`config.mk`:
```
export PLATFORM = sky130hd
export DESIGN_NAME = attribute_frame_receiver_top
export DESIGN_NICKNAME = d
export VERILOG_FILES = /design/src/sv/afr_pkg.sv /design/src/sv/afr_cfg.sv /design/src/sv/afr_parser.sv /design/src/sv/afr_out_buf.sv /design/src/sv/attribute_frame_receiver_top.sv
export SDC_FILE = /design/constraint.sdc
export NUM_CORES = 1
export LEC_CHECK = 0
export ABC_CLOCK_PERIOD_IN_PS = 2800
export BUFFER_PORTS_ARGS = -buffer_cell sky130_fd_sc_hd__buf_2
export CAP_MARGIN = 10
export CELL_PAD_IN_SITES_DETAIL_PLACEMENT = 0
export CELL_PAD_IN_SITES_GLOBAL_PLACEMENT = 1
export CORE_MARGIN = 2
export CORE_UTILIZATION = 46
export CTS_CLUSTER_DIAMETER = 200
export DETAILED_ROUTE_END_ITERATION = 7
export PLACE_DENSITY = 0.79
export REMOVE_ABC_BUFFERS = 1
export SLEW_MARGIN = 20
export SYNTH_ARGS = -nofsm -noshare
export SYNTH_HDL_FRONTEND = slang
export SYNTH_SLANG_ARGS = --single-unit
export TNS_END_PERCENT = 5
```
`constraint.sdc`:
```
create_clock -name clk -period 2.8 [get_ports clk]
set_input_delay 0.14 -clock clk [delete_from_list [all_inputs] [get_ports clk]]
set_output_delay 0.14 -clock clk [all_outputs]
set_load 0.1 [all_outputs]
```
`src/sv/afr_pkg.sv`:
```
// Package for the attribute frame receiver: payload structs, phase encoding,
// register indexes and reset values. No dependencies.
package afr_pkg;

  localparam int unsigned CFG_IDX_W = 4;
  localparam int unsigned CFG_DATA_W = 24;

  typedef enum logic [3:0] {
    PH_IDLE    = 4'd0,
    PH_VERSION = 4'd1,
    PH_SIZE    = 4'd2,
    PH_LEFT    = 4'd3,
    PH_ADDR    = 4'd4,
    PH_VALUE   = 4'd5,
    PH_RIGHT   = 4'd6,
    PH_DONE    = 4'd7,
    PH_ERROR   = 4'd8
  } phase_t;

  typedef enum logic [CFG_IDX_W-1:0] {
    REG_START_BYTE   = 4'd0,
    REG_EXP_VERSION  = 4'd1,
    REG_MAX_SIZE     = 4'd2,
    REG_LEFT_DELIM   = 4'd3,
    REG_RIGHT_DELIM  = 4'd4,
    REG_ATTR_MARK    = 4'd5,
    REG_SEP_MARK     = 4'd6,
    REG_EOP_BYTE     = 4'd7
  } cfg_reg_t;

  localparam logic       OP_RECEIVE = 1'b0;
  localparam logic       OP_DROP    = 1'b1;

  localparam logic [7:0]  RST_START_BYTE  = 8'd2;
  localparam logic [23:0] RST_EXP_VERSION = 24'h010000;
  localparam logic [7:0]  RST_MAX_SIZE    = 8'd255;
  localparam logic [7:0]  RST_LEFT_DELIM  = 8'd123;
  localparam logic [7:0]  RST_RIGHT_DELIM = 8'd125;
  localparam logic [7:0]  RST_ATTR_MARK   = 8'd58;
  localparam logic [7:0]  RST_SEP_MARK    = 8'd44;
  localparam logic [7:0]  RST_EOP_BYTE    = 8'd3;

  typedef struct packed {
    logic       op;
    logic [7:0] rx_byte;
  } in_item_t;

  typedef struct packed {
    logic       accepted;
    logic       store_strobe;
    logic [7:0] store_byte;
    logic       frame_done;
    logic       in_error;
    logic       clear_buffer;
  } out_item_t;

  typedef struct packed {
    logic [7:0]  start_byte;
    logic [23:0] expected_version;
    logic [7:0]  max_payload_size;
    logic [7:0]  left_delimiter;
    logic [7:0]  right_delimiter;
    logic [7:0]  attribute_mark;
    logic [7:0]  separator_mark;
    logic [7:0]  end_of_packet_byte;
  } cfg_regs_t;

endpackage

```
`src/sv/afr_cfg.sv`:
```
// Configuration register file for the frame receiver.
// Depends on afr_pkg for register indexes and reset values.
module afr_cfg
  import afr_pkg::*;
(
  input  logic                  clk,
  input  logic                  rst,
  input  logic                  cfg_valid,
  output logic                  cfg_ready,
  input  logic [CFG_IDX_W-1:0]  cfg_index,
  input  logic [CFG_DATA_W-1:0] cfg_data,
  output cfg_regs_t             regs
);

  assign cfg_ready = 1'b1;

  always_ff @(posedge clk) begin
    if (rst) begin
      regs.start_byte         <= RST_START_BYTE;
      regs.expected_version   <= RST_EXP_VERSION;
      regs.max_payload_size   <= RST_MAX_SIZE;
      regs.left_delimiter     <= RST_LEFT_DELIM;
      regs.right_delimiter    <= RST_RIGHT_DELIM;
      regs.attribute_mark     <= RST_ATTR_MARK;
      regs.separator_mark     <= RST_SEP_MARK;
      regs.end_of_packet_byte <= RST_EOP_BYTE;
    end else if (cfg_valid && cfg_ready) begin
      // indexes past the last register are dropped
      unique case (cfg_index)
        REG_START_BYTE:  regs.start_byte         <= cfg_data[7:0];
        REG_EXP_VERSION: regs.expected_version   <= cfg_data;
        REG_MAX_SIZE:    regs.max_payload_size   <= cfg_data[7:0];
        REG_LEFT_DELIM:  regs.left_delimiter     <= cfg_data[7:0];
        REG_RIGHT_DELIM: regs.right_delimiter    <= cfg_data[7:0];
        REG_ATTR_MARK:   regs.attribute_mark     <= cfg_data[7:0];
        REG_SEP_MARK:    regs.separator_mark     <= cfg_data[7:0];
        REG_EOP_BYTE:    regs.end_of_packet_byte <= cfg_data[7:0];
        default: ;
      endcase
    end
  end

endmodule

```
`src/sv/afr_parser.sv`:
```
// Frame parser: phase register, version capture and per-byte result logic.
// Depends on afr_pkg for the phase enum and payload structs.
module afr_parser
  import afr_pkg::*;
(
  input  logic      clk,
  input  logic      rst,
  input  logic      fire,
  input  in_item_t  item,
  input  cfg_regs_t regs,
  output out_item_t res
);

  phase_t      phase, phase_next;
  logic [1:0]  version_count, version_count_next;
  logic [23:0] version_seen, version_seen_next;
  logic        size_ok;
  logic        version_ok;

  assign size_ok    = item.rx_byte <= regs.max_payload_size;
  assign version_ok = version_seen == regs.expected_version;

  // next state
  always_comb begin
    phase_next         = phase;
    version_count_next = version_count;
    version_seen_next  = version_seen;
    if (item.op == OP_DROP) begin
      phase_next         = PH_IDLE;
      version_count_next = 2'd0;
    end else begin
      unique case (phase)
        PH_IDLE: begin
          if (item.rx_byte == regs.start_byte) phase_next = PH_VERSION;
        end
        PH_VERSION: begin
          case (version_count)
            2'd0: version_seen_next[23:16] = item.rx_byte;
            2'd1: version_seen_next[15:8]  = item.rx_byte;
            2'd2: version_seen_next[7:0]   = item.rx_byte;
            default: ;
          endcase
          if (version_count != 2'd3) begin
            version_count_next = version_count + 2'd1;
          end else begin
            version_count_next = 2'd0;
            if (!version_ok)  phase_next = PH_ERROR;
            else if (size_ok) phase_next = PH_LEFT;
            else              phase_next = PH_SIZE;
          end
        end
        PH_SIZE: begin
          phase_next = size_ok ? PH_LEFT : PH_SIZE;
        end
        PH_LEFT: begin
          if (item.rx_byte == regs.left_delimiter) phase_next = PH_ADDR;
        end
        PH_ADDR: begin
          if (item.rx_byte == regs.attribute_mark)       phase_next = PH_VALUE;
          else if (item.rx_byte == regs.right_delimiter) phase_next = PH_RIGHT;
        end
        PH_VALUE: begin
          if (item.rx_byte == regs.separator_mark)       phase_next = PH_ADDR;
          else if (item.rx_byte == regs.right_delimiter) phase_next = PH_RIGHT;
        end
        PH_RIGHT: begin
          phase_next = (item.rx_byte == regs.end_of_packet_byte) ? PH_DONE : PH_ADDR;
        end
        default: ;
      endcase
    end
  end

  // result fields
  always_comb begin
    res              = '0;
    res.clear_buffer = item.op == OP_DROP;
    if (item.op == OP_RECEIVE) begin
      unique case (phase)
        PH_IDLE:    res.accepted = item.rx_byte == regs.start_byte;
        PH_VERSION: res.accepted = (version_count != 2'd3) || (version_ok && size_ok);
        PH_SIZE:    res.accepted = size_ok;
        PH_LEFT: begin
          res.accepted     = 1'b1;
          res.store_strobe = item.rx_byte == regs.left_delimiter;
        end
        PH_ADDR, PH_VALUE: begin
          res.accepted     = 1'b1;
          res.store_strobe = 1'b1;
        end
        PH_RIGHT: begin
          res.accepted     = 1'b1;
          res.store_strobe = 1'b1;
          res.frame_done   = item.rx_byte == regs.end_of_packet_byte;
        end
        default: ;
      endcase
    end
    res.store_byte = res.store_strobe ? item.rx_byte : 8'd0;
    res.in_error   = phase_next == PH_ERROR;
  end

  always_ff @(posedge clk) begin
    if (rst) begin
      phase         <= PH_IDLE;
      version_count <= 2'd0;
      version_seen  <= 24'd0;
    end else if (fire) begin
      phase         <= phase_next;
      version_count <= version_count_next;
      version_seen  <= version_seen_next;
    end
  end

  a_count_only_in_version: assert property (@(posedge clk) disable iff (rst)
    version_count != 2'd0 |-> phase == PH_VERSION)
    else $error("version count set outside version phase");

  a_drop_to_idle: assert property (@(posedge clk) disable iff (rst)
    fire && item.op == OP_DROP |=> phase == PH_IDLE && version_count == 2'd0)
    else $error("drop did not return parser to idle");

  a_done_holds: assert property (@(posedge clk) disable iff (rst)
    fire && res.frame_done |=> phase == PH_DONE)
    else $error("frame completion did not enter done phase");

  a_error_sticky: assert property (@(posedge clk) disable iff (rst)
    phase == PH_ERROR && !(fire && item.op == OP_DROP) |=> phase == PH_ERROR)
    else $error("error phase left without a drop");

endmodule

```
`src/sv/afr_out_buf.sv`:
```
// Two-entry result buffer between the parser and the output channel.
// Depends on afr_pkg for the result struct.
module afr_out_buf
  import afr_pkg::*;
(
  input  logic      clk,
  input  logic      rst,
  input  logic      push,
  input  out_item_t push_data,
  output logic      can_push,
  output logic      out_valid,
  input  logic      out_ready,
  output out_item_t out_data
);

  out_item_t  mem [2];
  logic       wr_ptr;
  logic       rd_ptr;
  logic [1:0] count;
  logic       pop;

  assign can_push  = count != 2'd2;
  assign out_valid = count != 2'd0;
  assign out_data  = mem[rd_ptr];
  assign pop       = out_valid && out_ready;

  always_ff @(posedge clk) begin
    if (push) mem[wr_ptr] <= push_data;
  end

  always_ff @(posedge clk) begin
    if (rst) begin
      wr_ptr <= 1'b0;
      rd_ptr <= 1'b0;
      count  <= 2'd0;
    end else begin
      if (push) wr_ptr <= ~wr_ptr;
      if (pop)  rd_ptr <= ~rd_ptr;
      case ({push, pop})
        2'b10:   count <= count + 2'd1;
        2'b01:   count <= count - 2'd1;
        default: ;
      endcase
    end
  end

  a_no_overflow: assert property (@(posedge clk) disable iff (rst)
    count <= 2'd2 && !(push && count == 2'd2))
    else $error("result buffer overflow");

  a_ptr_gap: assert property (@(posedge clk) disable iff (rst)
    (count == 2'd1) |-> (wr_ptr != rd_ptr))
    else $error("buffer pointers disagree with count");

  a_pop_advances: assert property (@(posedge clk) disable iff (rst)
    pop |=> rd_ptr != $past(rd_ptr))
    else $error("read pointer did not advance on transfer");

endmodule

```
`src/sv/attribute_frame_receiver_top.sv`:
```
// Attribute frame receiver, top level: config registers, parser, result buffer.
// Each result is registered in the result buffer and offered on out_valid behind any older one.
// Throughput: one byte per cycle; the two-entry result buffer keeps input open
// while one result waits, and in_ready drops only when both entries are full.
// Reset (rst, synchronous): parser idle, version capture cleared, buffer empty,
// config registers back to their default values.
module attribute_frame_receiver_top
  import afr_pkg::*;
(
  input  logic                  clk,
  input  logic                  rst,
  input  logic                  in_valid,
  output logic                  in_ready,
  input  in_item_t              in_data,
  output logic                  out_valid,
  input  logic                  out_ready,
  output out_item_t             out_data,
  input  logic                  cfg_valid,
  output logic                  cfg_ready,
  input  logic [CFG_IDX_W-1:0]  cfg_index,
  input  logic [CFG_DATA_W-1:0] cfg_data
);

  cfg_regs_t regs;
  out_item_t res;
  logic      fire;

  assign fire = in_valid && in_ready;

  afr_cfg u_cfg (
    .clk       (clk),
    .rst       (rst),
    .cfg_valid (cfg_valid),
    .cfg_ready (cfg_ready),
    .cfg_index (cfg_index),
    .cfg_data  (cfg_data),
    .regs      (regs)
  );

  afr_parser u_parser (
    .clk  (clk),
    .rst  (rst),
    .fire (fire),
    .item (in_data),
    .regs (regs),
    .res  (res)
  );

  afr_out_buf u_out_buf (
    .clk       (clk),
    .rst       (rst),
    .push      (fire),
    .push_data (res),
    .can_push  (in_ready),
    .out_valid (out_valid),
    .out_ready (out_ready),
    .out_data  (out_data)
  );

endmodule

```
== Word-level counts from Yosys, hierarchy flattened ==
Memory sizes are Yosys's and may differ from the RTL's. A register that Yosys moved wholly into a read port is not among the register bits.
Index checks and enable logic that the tools add are counted.

* $lt $le $gt $ge: 1
* Equal/unequal tests: 27
* $add $sub $neg: 3
* Multiplexer cells: 25
* Reductions and logical operators: 24
* Bitwise logic cells: 3

{| class="wikitable"
|+ Operators with widths
! operator !! count
|-
| 8-bit equality test || 6
|-
| 4-bit two-way mux || 8
|-
| 4-bit by 3-bit equality test with 1-bit output (second input constant) || 7
|-
| 4-bit one-hot mux with 7 select lines || 1
|-
| 24-bit equality test || 1
|-
| 2-bit AND reduction || 9
|-
| 4-bit by 2-bit equality test with 1-bit output (second input constant) || 4
|-
| 4-bit AND reduction || 3
|-
| 2-bit two-way mux || 5
|-
| 4-bit by 1-bit equality test with 1-bit output (second input constant) || 2
|-
| 8-bit less-or-equal comparator || 1
|-
| 4-bit logical NOT || 2
|-
| 8-bit two-way mux || 1
|-
| 1-bit two-way mux || 7
|-
| 2-bit nonzero test || 3
|-
| 2-bit by 1-bit adder with 2-bit output (second input constant) || 2
|-
| 2-bit by 1-bit equality test with 1-bit output (second input constant) || 2
|-
| 2-bit equality test (second input constant) || 2
|-
| 4-bit equality test (second input constant) || 1
|-
| 2-bit inequality test (second input constant) || 2
|-
| 1-bit one-hot mux with 4 select lines || 1
|-
| 2-bit one-hot mux with 2 select lines || 1
|-
| 4-bit OR reduction || 1
|-
| 1-bit logical AND || 3
|-
| other kinds (6) || 8
|}

* Output and inout bits: 16
* Bits in registers: 114
* Memories kept: 1
* RAM bits: 26
* Word-level logic and storage cells: 100
* Input bits: 42

{| class="wikitable"
|+ Memories
! memory !! depth !! bits a word !! rd ports !! clocked after memory_dff !! wr ports !! RTL line !! source
|-
| u_out_buf.mem || 2 || 13 || 1 || 1 || 1 || afr_out_buf.sv:16 || <nowiki>out_item_t mem [2];</nowiki>
|}

== Logic depth before layout (Yosys ltp) ==
* Depth in word-level cells: 7
* Depth in mapped cells: 9
* Mapped depth without buffers: 8

== Cells and area by module ==
A second synthesis with hierarchy kept.

* Cell total of the unflattened synthesis: 696
* Area, all modules: 6926.6 um2

{| class="wikitable"
|+ By module, submodules not included
! module !! seq. area each (um2) !! instances !! area an instance (um2) !! cells each
|-
| afr_cfg || 1601.5 || 1 || 3209.3 || 303
|-
| afr_parser || 600.6 || 1 || 2565.0 || 329
|-
| afr_out_buf || 880.8 || 1 || 1146.1 || 63
|-
| attribute_frame_receiver_top || 0.0 || 1 || 6.3 || 1
|}

== Worst setup path before layout ==
OpenSTA, ideal clock, no wires.

* Path kind: register -> register
* Start point: register u_out_buf.count[0]
* End point: memory u_out_buf.mem[0][0] in the netlist's numbering (enable)
* Required time: 2.416 ns
* Arrival: 2.178 ns
* Period minus slack after synthesis: 2.562 ns
* Setup slack: 0.238 ns
* Stages on the path, launching flop included: 5
* Setup time: 0.384 ns
* Cell sequence: dfxtp_1 nand2b_1 and2_1 inv_2 nor2_1

* Longest elaborated chain between the ends: 4

{| class="wikitable"
|+ Ends and longest elaborated chain
! what !! RTL line !! source
|-
| from (decl) || afr_out_buf.sv:19 || <nowiki>logic [1:0] count;</nowiki>
|-
| from (signal assigned) || afr_out_buf.sv:40 || <nowiki>2'b10: count <= count + 2'd1;</nowiki>
|-
| from (signal assigned) || afr_out_buf.sv:41 || <nowiki>2'b01: count <= count - 2'd1;</nowiki>
|-
| 2-bit inequality test || afr_out_buf.sv:22 || <nowiki>assign can_push = count != 2'd2;</nowiki>
|-
| via in_ready || attribute_frame_receiver_top.sv:13 || <nowiki>output logic in_ready,</nowiki>
|-
| 1-bit logical AND || attribute_frame_receiver_top.sv:28 || <nowiki>assign fire = in_valid && in_ready;</nowiki>
|-
| 1-bit two-way mux || afr_out_buf.sv:28 || <nowiki>if (push) mem[wr_ptr] <= push_data;</nowiki>
|-
| 1-bit two-way mux (not written as such) || afr_out_buf.sv:28 ||
|-
| to (decl) || afr_out_buf.sv:16 ||
|}

The timed path passes the listed nets, and every way through them passes these cells.

==> reports/results.ini <==
[synthesis]
synth.top_cell.area_share_pct=35.12
ys_seq_elements=141
syn_avg_cell_area_um2=9.473
ys_seq_area_share_pct=47.03
syn_inst=692
syn_area_mm2=0.006555
yosysTopAreaCell=dfxtp_1
yosysUniqueCellTypes=52
yosysWarnings=0
synth_area_leaders=dfxtp_1 (35%), edfxtp_1 (12%), mux2i_1 (8.6%), nand2_1 (6.5%), xor2_1 (5.7%)

[worst_setup_path]
cp.required_ns=3.01
cp.arrival_ns=2.73
end_kind=flop
start_kind=flop
cp_max_fo=2
critPathKind=flop to flop

[sta]
slew_headroom_pct=38.57
fin_crit_ns=2.526
setup_viol=0
slew_violations=0
rsz0062_at_grt=no
finalHoldViolations=0
fmax_mhz=395.9
tightest_slew_ns=0.9164
finalCritPeriodShare_pct=90.21
finalClockSkew_ns=0.005805
finalSetupTns_ns=0
whs_ns=0.06822

[cts]
cts_max_path_buffers=2
h-tree-depth=4
numClockSinks=141
clockRootBuffer=clkbuf_16
post-cts-setup-buffers=0
cts_buffers=17
cts.clk_slew.worst_paths_ns=0.05
clk_latency_ns=0.41
cts_tree=built

[drt]
dr.pass1.iters=5
vias=4929
avgRoutedWirePerCell_um=16.81
wl_um=15800
vias_per_cell=5.244
drtIter0Drc=303
drcViolationCount=0
ant_nets=0

[cells_and_area]
drive_gt1_share_pct=16.32
nets=802
final_common_cell=dfxtp_1
areaGrowthSynthToFinish_pct=16.36
mostFrequentLayoutCells=dfxtp_1 (115), nand2_1 (114), a21oi_1 (56), mux2i_1 (56), buf_2 (56)
stdcell_count=940
antenna-diode-count=0
final_util_pct=54.95
fill_cells=1274

[power]
p_sw_share_pct=32.57
p_comb_share_pct=22.4
clock_power_share_pct=37.0
intPower_mw=3.733
share_seq_of_total_power_pct=40.6
power_density_mw_per_mm2=725.8
ir_drop_uv=377.1
p_leak_nw=3.096
p_switching_mw=1.803

[placement]
place_inst=892
gp_congestion=0.8380
dp_hpwl_um=10870
io_buffers=56

[floorplanning]
die-height_um=123.4
die_area_mm2=0.01522
start_util_pct=47.22
die_width_um=123.4
core_area_mm2=0.01388
io_pins=58
row_count=43

[worst_hold_path]
hp-class=input pin to flop

[grt]
grt_max_degree=38
grt_usage_pct=21.90
overflow=0
antenna_found_initial=0
grt_pass1_wl_um=24900
grt_pass1_vias=4773

[run_status]
outcome=completed

[job]
cap_violations=0

-- power groups by stage --
stage,combinational (mW),sequential (mW),clock (mW)
CTS,1.25,2.25,2.07
detailed placement,1.22,2.29,0
floorplan,0.962,2.27,0
global placement,1.21,2.28,0
global route,1.31,2.26,2.16
finish,1.24,2.25,2.05
-- cell usage after synthesis, drive strengths merged --
library cell	count
a21oi	56
xnor2	31
inv	15
or2	1
nor4	14
a311oi	1
nor3	7
a211o	1
nand3b	3
dfxtp	115
and2	9
clkbuf	33
o211ai	2
and3	1
or3	2
a311o	1
nand2	114
nand2b	3
mux2i	56
nor4b	2
a2111oi	2
xor2	44
o31ai	1
nor3b	4
nand3	26
a2bb2oi	1
ha	13
o21ba	2
o211a	1
and3b	1
o21ai	5
conb	1
mux2	13
a22oi	2
o21a	2
nor2	45
or4	3
nand4	11
edfxtp	26
a32o	1
buf	19
nor2b	2
-- path summary, 6_finish.rpt --
kind                               startpoint                       endpoint  slack, ns  cells past startpoint
hold reg to reg   u_cfg.regs[68]$_SDFFE_PP0P_    u_cfg.regs[68]$_SDFFE_PP0P_       0.47                      2
hold / removal                            rst                           flop       0.07                      2
setup reg to reg  u_cfg.regs[10]$_SDFFE_PP1P_  u_out_buf.mem[0][1]$_DFFE_PP_       0.27                      6
setup / recovery  u_cfg.regs[10]$_SDFFE_PP1P_  u_out_buf.mem[0][1]$_DFFE_PP_       0.27                      6
-- what timing repair did --
| action | 4_1_cts | 5_1_grt |
|---|---|---|
| gates resized for setup | 0 | 0 |
| hold buffers | 16 | 0 |
| hold endpoints to repair | 16 | 0 |
-- per-layer routing --
metal	global-route usage, %	part of all wire [%]	vias up
li1	-	-	2459
met1	29.03	47	2343
met2	35.20	47	105
met3	4.290	3.8	22
met4	8.594	1.7	0
met5	0	0	-
-- kinds of logic (layout without fill, tap and decap cells) --
kind of cell               count (synthesis)  in the layout  share of synthesized area, %
adders and majority gates                 13             13                         2.481
DFF                                      141            141                         47.03
and+or+nand+nor                          248            248                         17.52
muxes                                     69             69                         10.78
buffers and inverters                     67            135                         4.772
AOI/OAI and AO/OA                         78             78                         7.215
other                                      1              1                       0.05721
xor gates and xnor gates                  75             75                         10.14
-- flip-flops by register name, summed over array words and instances, names as in the netlist, named ones only --
signal and count:
u_out_buf.count 2, u_parser.phase 4, u_parser.version_seen 24, u_out_buf.mem 26
u_out_buf.rd_ptr 1, u_cfg.regs 80, u_parser.version_count 2, u_out_buf.wr_ptr 1
-- metrics by stage --
stage / instance area (µm²) / total power [mW] / setup WS, ns
after floorplan: 6299 / 3.232 / -1.045
after global placement: 6929 / 3.495 / 0.4170
after detailed placement: 6929 / 3.515 / 0.3497
after CTS: 7627 / 5.570 / 0.3377
after global routing: 7627 / 5.735 / 0.3000
final: 7627 / 5.536 / 0.2742
-- worst max-delay path, cell delays in order (launching register included) --
cell	delay (ns)
dfxtp_1	0.33
xor2_2	0.17
nor4_1	0.51
a2111oi_1	0.20
o21ba_1	0.22
or4_4	0.56
a2111oi_4	0.34
-- final cells by class --
type	instances	area (µm²)	share of cell area, %
clock buffer	23	467.9	6.135
clock inverter	9	70.07	0.9186
inverter	15	56.30	0.7382
multi-input combinational	484	3164	41.49
sequential	141	3083	40.42
tap	180	225.2	2.953
timing repair buffer	88	560.5	7.349
No activity file was read; power rests on OpenSTA's default activity.
